--- config.mk ---
export PLATFORM = sky130hd
export DESIGN_NAME = calendar_time_to_unix_ns_unit
export DESIGN_NICKNAME = d
export VERILOG_FILES = /design/src/hw/rtl/ct2u_pkg.sv /design/src/hw/rtl/ct2u_day_count.sv /design/src/hw/rtl/calendar_time_to_unix_ns_unit.sv
export SDC_FILE = /design/constraint.sdc
export NUM_CORES = 1
export LEC_CHECK = 0
export ABC_AREA = 1
export BUFFER_PORTS_ARGS = -buffer_cell sky130_fd_sc_hd__buf_2
export CORE_MARGIN = 2
export CORE_UTILIZATION = 51
export DETAILED_ROUTE_END_ITERATION = 8
export GPL_ROUTABILITY_DRIVEN = 0
export PLACE_DENSITY = 0.68
export SLEW_MARGIN = 0
export SYNTH_ARGS = -nofsm -noshare
export SYNTH_HDL_FRONTEND = slang
export SYNTH_HIERARCHICAL = 1
export SYNTH_SLANG_ARGS = --single-unit
--- constraint.sdc ---
create_clock -name i_clk -period 7.7 [get_ports i_clk]
set_input_delay 1.155 -clock i_clk [delete_from_list [all_inputs] [get_ports i_clk]]
set_output_delay 1.155 -clock i_clk [all_outputs]
set_load 0.05 [all_outputs]
--- src/hw/rtl/ct2u_pkg.sv ---
// ----------------------------------------------------------------------------
// ct2u_pkg
// Types, constants and the month table for the calendar-to-epoch converter.
// ----------------------------------------------------------------------------
`default_nettype none

package ct2u_pkg;

    localparam logic [11:0] YEAR_FIRST    = 12'd1970;
    localparam logic [11:0] YEAR_LAST     = 12'd2099;
    localparam logic [3:0]  MONTHS_MAX    = 4'd12;
    localparam logic [15:0] DAYS_PER_YEAR = 16'd365;
    localparam logic [16:0] SECS_PER_DAY  = 17'd86400;
    localparam logic [11:0] SECS_PER_HOUR = 12'd3600;
    localparam logic [5:0]  SECS_PER_MIN  = 6'd60;
    localparam logic [29:0] NS_PER_SEC    = 30'd1000000000;

    // One transaction in.
    typedef struct packed {
        logic [11:0] year_full;
        logic [3:0]  month_num;
        logic [4:0]  day_of_month;
        logic [4:0]  hour_of_day;
        logic [5:0]  minute_val;
        logic [5:0]  second_val;
    } t_cal_in;

    // One result out.
    typedef struct packed {
        logic [31:0] epoch_seconds;
        logic [61:0] epoch_nanoseconds;
    } t_epoch_out;

    // Day count and time of day handed from the day-count stages.
    typedef struct packed {
        logic [15:0] days;
        logic [16:0] tod_secs;
    } t_day_sum;

    // Days before the first of a month in a common year; twelve means a full year.
    function automatic logic [8:0] days_before_month(input logic [3:0] full_months);
        logic [8:0] d;
        begin
            case (full_months)
                4'd0:    d = 9'd0;
                4'd1:    d = 9'd31;
                4'd2:    d = 9'd59;
                4'd3:    d = 9'd90;
                4'd4:    d = 9'd120;
                4'd5:    d = 9'd151;
                4'd6:    d = 9'd181;
                4'd7:    d = 9'd212;
                4'd8:    d = 9'd243;
                4'd9:    d = 9'd273;
                4'd10:   d = 9'd304;
                4'd11:   d = 9'd334;
                default: d = 9'd365;
            endcase
            return d;
        end
    endfunction

endpackage

`default_nettype wire

--- src/hw/rtl/ct2u_day_count.sv ---
// ----------------------------------------------------------------------------
// ct2u_day_count
// Two pipeline stages: decode the calendar fields, then sum days since 1970.
// ----------------------------------------------------------------------------
`default_nettype none

module ct2u_day_count (
    input  wire logic               i_clk,
    input  wire logic               i_rst_n,
    input  wire logic               i_valid,
    input  wire ct2u_pkg::t_cal_in  i_cal,
    output logic                    o_valid,
    output ct2u_pkg::t_day_sum      o_sum
);
    import ct2u_pkg::*;

    // Stage A
    logic        r_a_valid, n_a_valid;
    logic [7:0]  r_a_yoff,  n_a_yoff;
    logic [8:0]  r_a_mdays, n_a_mdays;
    logic [4:0]  r_a_dm1,   n_a_dm1;
    logic [16:0] r_a_tod,   n_a_tod;
    // Stage B
    logic        r_b_valid, n_b_valid;
    t_day_sum    r_b_sum,   n_b_sum;

    logic [11:0] year_c;
    logic [3:0]  full_months;
    logic        leap;
    logic [8:0]  leaps_since;

    always_comb begin
        if (i_cal.year_full < YEAR_FIRST) begin
            year_c = YEAR_FIRST;
        end else if (i_cal.year_full > YEAR_LAST) begin
            year_c = YEAR_LAST;
        end else begin
            year_c = i_cal.year_full;
        end
        n_a_yoff = 8'(year_c - YEAR_FIRST);

        if (i_cal.month_num == 4'd0) begin
            full_months = 4'd0;
        end else if (i_cal.month_num - 4'd1 > MONTHS_MAX) begin
            full_months = MONTHS_MAX;
        end else begin
            full_months = i_cal.month_num - 4'd1;
        end

        // In 1970..2099 a year is leap exactly when divisible by four; 1970 is two past one.
        leap      = (n_a_yoff[1:0] == 2'd2);
        n_a_mdays = days_before_month(full_months)
                  + {8'd0, (full_months >= 4'd2) && leap};

        n_a_dm1 = (i_cal.day_of_month == 5'd0) ? 5'd0 : i_cal.day_of_month - 5'd1;

        n_a_tod = 17'(i_cal.hour_of_day * 17'(SECS_PER_HOUR))
                + 17'(i_cal.minute_val * 17'(SECS_PER_MIN))
                + 17'(i_cal.second_val);
        n_a_valid = i_valid;

        // Leap days in 1970..year-1.
        leaps_since    = 9'(r_a_yoff) + 9'd1;
        n_b_sum.days   = 16'(16'(r_a_yoff) * DAYS_PER_YEAR)
                       + 16'(leaps_since[8:2])
                       + 16'(r_a_mdays)
                       + 16'(r_a_dm1);
        n_b_sum.tod_secs = r_a_tod;
        n_b_valid        = r_a_valid;
    end

    always_ff @(posedge i_clk) begin
        if (!i_rst_n) begin
            r_a_valid <= 1'b0;
            r_b_valid <= 1'b0;
        end else begin
            r_a_valid <= n_a_valid;
            r_b_valid <= n_b_valid;
        end
        r_a_yoff  <= n_a_yoff;
        r_a_mdays <= n_a_mdays;
        r_a_dm1   <= n_a_dm1;
        r_a_tod   <= n_a_tod;
        r_b_sum   <= n_b_sum;
    end

    assign o_valid = r_b_valid;
    assign o_sum   = r_b_sum;

endmodule

`default_nettype wire

--- src/hw/rtl/calendar_time_to_unix_ns_unit.sv ---
// A started transaction reaches the o_valid strobe through the stage A, B, C and D registers.
// Throughput: one transaction per cycle; o_busy stays low, the receiver cannot stall.
// Rate is set by the four-stage pipeline; the widest step is the 32x30 nanosecond multiply.
// Reset (synchronous, active low) clears only the stage valid bits; data registers hold.
// ----------------------------------------------------------------------------
// calendar_time_to_unix_ns_unit
// Converts a binary calendar date and time into Unix epoch seconds and nanoseconds.
// ----------------------------------------------------------------------------
`default_nettype none

module calendar_time_to_unix_ns_unit (
    input  wire logic                 i_clk,
    input  wire logic                 i_rst_n,
    input  wire logic                 i_start,
    input  wire ct2u_pkg::t_cal_in    i_data,
    output logic                      o_busy,
    output logic                      o_valid,
    output ct2u_pkg::t_epoch_out      o_data
);
    import ct2u_pkg::*;

    // Pipeline:
    //   A: clamp year, month table lookup, leap adjust, time of day in seconds
    //   B: days since 1970 = 365*years + leap days + month days + day-1
    //   C: seconds = days * 86400 + time of day
    //   D: nanoseconds = seconds * 1e9 (output register)
    // No stage ever holds, so every transaction moves one stage per cycle.

    logic     accept;
    logic     day_valid;
    t_day_sum day_sum;

    logic        r_c_valid, n_c_valid;
    logic [31:0] r_c_secs,  n_c_secs;
    logic        r_d_valid, n_d_valid;
    t_epoch_out  r_d_out,   n_d_out;

    logic [32:0] day_secs;

    // Always ready: the pipeline never backs up.
    assign o_busy = 1'b0;
    assign accept = i_start && !o_busy;

    ct2u_day_count u_day_count (
        .i_clk   (i_clk),
        .i_rst_n (i_rst_n),
        .i_valid (accept),
        .i_cal   (i_data),
        .o_valid (day_valid),
        .o_sum   (day_sum)
    );

    always_comb begin
        // Largest day count stays below 2^32 seconds over the clamped year range.
        day_secs  = 33'(day_sum.days) * 33'(SECS_PER_DAY);
        n_c_secs  = day_secs[31:0] + 32'(day_sum.tod_secs);
        n_c_valid = day_valid;

        n_d_out.epoch_seconds     = r_c_secs;
        n_d_out.epoch_nanoseconds = 62'(r_c_secs * 62'(NS_PER_SEC));
        n_d_valid                 = r_c_valid;
    end

    always_ff @(posedge i_clk) begin
        if (!i_rst_n) begin
            r_c_valid <= 1'b0;
            r_d_valid <= 1'b0;
        end else begin
            r_c_valid <= n_c_valid;
            r_d_valid <= n_d_valid;
        end
        r_c_secs <= n_c_secs;
        r_d_out  <= n_d_out;
    end

    assign o_valid = r_d_valid;
    assign o_data  = r_d_out;

endmodule

`default_nettype wire

After elaboration in Yosys (flattened, before gate mapping)
Memories as Yosys holds them, arrays and structs flattened.
Index checks and enable logic that the tools add are counted.

storage, ports and cells
  bits in registers = 193
  bits in read-only memories = 144
  output and inout bits = 96
  memories = 1

operators by class
  add/sub/neg operators = 11
  multipliers = 5
  magnitude comparators = 4
  eq/ne operators = 1
  muxes and demuxes = 4
  reduce and logical (&&, ||, !) cells = 3

memories
  name             depth  width  rd ports  clocked after Yosys merged registers in  wr ports  RTL line        text
  (no name shown)  16     9      1         0                                        0         ct2u_pkg.sv:44  case (full_months)

operators by type and width
  operator                number
  $mul 32x21->53 const B  1
  $add 32x17->32          1
  $mul 16x10->25 const B  1
  $add 17x12->17          1
  $add 17x6->17           1
  $add 16x5->16           1
  $add 16x7->16           1
  $add 16x9->16           1
  $mul 8x9->16 const B    1
  $mux 8                  2
  $mul 5x8->13 const B    1
  $gt 12x12->1 const B    1
  $lt 12x11->1 const B    1
  $mul 6x4->10 const B    1
  $add 8x1->9 const B     1
  $add 9x1->9             1
  $mux 4                  2
  $sub 8x8->8 const B     1
  $logic_not 5->1         1
  $sub 5x1->5 const B     1
  $ge 4x2->1 const B      1
  $gt 4x4->1 const B      1
  $logic_not 4->1         1
  $sub 4x1->4 const B     1
  2 further kinds         2

Depth between registers and ports, before layout
  depth in word-level cells = 7
  gate-level depth with buffers = 27

By module
The synthesis kept the hierarchy.

modules (own cells, without submodules)
  module                         times used  cells an instance  area an instance (um2)  sequential area each (um2)
  calendar_time_to_unix_ns_unit  1           2,433              20,868.8                2,342.2
  ct2u_day_count                 1           718                6,374.9                 1,481.4

Least setup slack after synthesis
OpenSTA, ideal clock, no wires.

  path kind = reg2reg
  start = register r_c_secs[4]
  end = register r_d_out, in the netlist o_data[42]
  setup time = 0.123 ns
  data arrival time = 5.650 ns
  required time = 7.577 ns
  slack = 1.926 ns
  stages on the path, launching flop included = 21
  path through = dfxtp_1 -> inv_1 -> fa_1 -> fa_1 -> fa_1 -> fa_1 -> fa_1 -> inv_1 -> fa_1 -> inv_1 -> fa_1 -> inv_1 -> ha_1 -> nand2_1 -> inv_1 -> a21oi_1 -> a21boi_0 -> o21ai_0 -> a21oi_1 -> o21bai_1 -> xor2_1

RTL lines
  item                      RTL line                             text
  start: declaration        calendar_time_to_unix_ns_unit.sv:34  logic [31:0] r_c_secs, n_c_secs;
  start signal: assignment  calendar_time_to_unix_ns_unit.sv:72  r_c_secs <= n_c_secs;
  end signal: assignment    calendar_time_to_unix_ns_unit.sv:73  r_d_out <= n_d_out;
  end: declaration          calendar_time_to_unix_ns_unit.sv:36  t_epoch_out r_d_out, n_d_out;

==> out/summary.txt <==
Via count of the first global-routing pass = 20.6k
Slew headroom = 0.503
Count of final hold-check violations = 0
Crit. End Element = register
Insertion delay to the later sink of the worst-skew pair = 0.49 ns
Routed length per placed instance = 15.3 um
Setup repair after global routing missed its margin = no
Total via count after detailed routing = 19.7k
Warnings from Yosys = 6
Routed wire length = 61.2 mm
Proportion of layout cells with a drive suffix above 1 = 0.0741
Kind of start point of the critical path = register
Proportion of netlist area held by the largest area contributor = 0.290
Number of failing setup endpoints in the final timing report = 0
Highest clock frequency the design can meet = 157 MHz
Critical Path RT = 8.12 ns
I/O pin cnt = 137
Arrival time worst endpoint = 6.81 ns
Cell type contributing the most total cell area after synthesis = sky130_fd_sc_hd__fa_1
Instance count along the most critical hold path = 0
Post-synth cell types = 44
Post-synthesis sequential area ratio = 0.140
Total of fill cells in the finished design = 4799
GR Util met1 = 0.301
Number of slew-limit violations in the final report = 0
Synthesis-to-layout area growth = 7.31%
Post-Route Setup TNS = 0 ns
First-pass GRT wire length = 102 mm
HPWL after detailed placement = 54.8 mm
Top cells by area in the synthesized netlist = sky130_fd_sc_hd__fa_1 (29%), sky130_fd_sc_hd__ha_1 (22%), sky130_fd_sc_hd__dfxtp_1 (14%), sky130_fd_sc_hd__inv_1 (13%), sky130_fd_sc_hd__nand2_1 (5.4%)
Buffer levels on the longest clock path = 2
Fin crit period = 6.39 ns
Global Route Usage Sum = 0.232
Per-cell via count in the routed design = 4.93
Number of clock sinks seen by CTS = 191
Die Area = 55300 um2
Worst-case hold slack = 0.321 ns
# hold bufs at CTS = 0
Grt ovf = 0
Busiest layer in global routing = met2
Largest net degree at the start of global routing = 18
Total number of H-tree levels = 4
Skew final = 0.0144 ns
Antenna cell count = 0
Number of setup buffers added after CTS = 0
Count of max-cap constraint violations = 0
Transition at the pin with the smallest max-transition slack = 0.744 ns
Register bit total from synthesis = 191
Vertical extent of the die = 235 um
Number of iterations in the first detailed-routing pass = 5
Number of antenna violations at the first check in global routing = 0
Met3 Resource Use GR = 0.0383
Type of the worst min-delay path = reg -> reg
Fin area = 29200 um2
Average cell area after synthesis = 8.65 um2
Horizontal extent of the die = 235 um
Count of nets after finishing = 4208
CTS Root Cell = sky130_fd_sc_hd__clkbuf_16
Remaining number of nets flagged by the antenna check after routing = 0
TritonCTS clock tree = built
Post-detailed-route DRC marker count = 0
Met2 GRT Util = 0.396
Count of routing violations after the opening detailed-route iteration = 1020
Standard-cell rows = 84
Maximum fanout along the worst path = 8
Status = finished clean
Depth of the worst register-to-register path = 19
TritonCTS buffer count = 17
Placeable core region = 52700 um2
Most common cell after layout, fill and taps aside = sky130_fd_sc_hd__inv_1
Syn Inst Count = 3151
Count of buffers from port buffering = 126
Clk slew on worst S/H paths = 0.08 ns
Number of gates resized after CTS = 0
Kind of critical path = reg -> reg
Cell area after placement = 28700 um2
Cell area after synthesis = 27200 um2
Initial Util = 0.517
Final critical-path share of the clock period = 0.829
Highest-count cells in the layout ignoring fill and taps = sky130_fd_sc_hd__inv_1 (915), sky130_fd_sc_hd__ha_1 (478), sky130_fd_sc_hd__fa_1 (395)
==> cells by family (layout without fill, tap and decap cells) <==
kind of cell / count (synthesis) / count (layout) / share of synthesized area
flip-flops: 191 / 191 / 0.140
AO/OA/AOI/OAI: 238 / 238 / 0.0501
adder cells (fa/ha/maj): 873 / 873 / 0.510
XOR/XNOR: 125 / 125 / 0.0402
buffers and inverters: 945 / 1091 / 0.132
other: 1 / 10 / 0.000138
AND/OR/NAND/NOR: 778 / 778 / 0.127
==> registers in the layout, summed over array words and instances (netlist names) <==
signal and cells:
u_day_count/o_valid 1, o_valid 1, u_day_count/o_sum 33, r_c_secs 32
o_data 83, u_day_count/r_a_tod 17, u_day_count/n_b_valid 1, u_day_count/r_a_dm1 5
u_day_count/r_a_yoff 8, n_d_valid 1, u_day_count/r_a_mdays 9
==> per-layer routing <==
metal | part of all wire | vias up
met4 | 0.028 | 0
li1 | - | 9813
met5 | 0 | -
met3 | 0.048 | 106
met2 | 0.48 | 422
met1 | 0.45 | 9343
==> path summary, 6_finish.rpt <==
kind	slack, ns	to	from
max	1.31	o_data[42]	r_c_secs[3]
min	0.32	u_day_count/o_sum[11]	u_day_count/r_a_tod[11]
max reg2reg	1.31	o_data[42]	r_c_secs[3]
min reg2reg	0.32	u_day_count/o_sum[11]	u_day_count/r_a_tod[11]
==> cell usage after synthesis (all sizes together) <==
cell type  number
a21o           15
a31oi          19
o31ai           1
o21a            2
a21boi          7
nor2          181
or2             1
dfxtp         191
fa            395
xnor2          44
nand3b          3
o2111ai         3
nor3           23
a21oi         106
nor4            4
nand3         117
conb            1
nand4          27
o21ai          65
o211ai          3
o31a            1
a22oi           1
buf            12
xor2           81
o21bai         13
nand2         422
inv           933
ha            478
a211oi          2
==> worst max-delay path, cell delays in order (launching register included) <==
cell	delay, ns
sky130_fd_sc_hd__dfxtp_1	0.51
sky130_fd_sc_hd__inv_1	0.19
sky130_fd_sc_hd__fa_1	0.60
sky130_fd_sc_hd__fa_1	0.46
sky130_fd_sc_hd__fa_1	0.56
sky130_fd_sc_hd__fa_1	0.52
sky130_fd_sc_hd__fa_1	0.54
sky130_fd_sc_hd__inv_1	0.05
sky130_fd_sc_hd__fa_1	0.53
sky130_fd_sc_hd__inv_1	0.05
sky130_fd_sc_hd__fa_1	0.49
sky130_fd_sc_hd__inv_1	0.04
sky130_fd_sc_hd__ha_1	0.35
sky130_fd_sc_hd__nand2_1	0.12
sky130_fd_sc_hd__nor2_1	0.20
sky130_fd_sc_hd__nand2_1	0.14
sky130_fd_sc_hd__nor4_1	0.40
sky130_fd_sc_hd__a21oi_1	0.22
sky130_fd_sc_hd__o21bai_1	0.19
sky130_fd_sc_hd__xor2_1	0.16
==> layout make-up <==
| cell class | instances | area, um2 | area share |
|---|---|---|---|
| inverter | 933 | 3510 | 0.120 |
| timing repair buffer | 127 | 638 | 0.0218 |
| sequential | 191 | 3820 | 0.131 |
| tap | 688 | 861 | 0.0294 |
| clock buffer | 19 | 443 | 0.0152 |
| clock inverter | 12 | 105 | 0.00360 |
| multi-input combinational | 2024 | 19900 | 0.679 |
==> through the flow <==
stage                util  std cells  worst slack (ns)
floorplan               -       3160              1.93
global placement    0.545       3963              1.42
detailed placement  0.545       3963              1.36
CTS                 0.555       3994              1.34
global route        0.555       3994             0.957
finish              0.555       3994              1.31
Power is left out: the tool's default activity adds up to more than one toggle a clock period on the data nets, which glitch-free logic cannot reach.
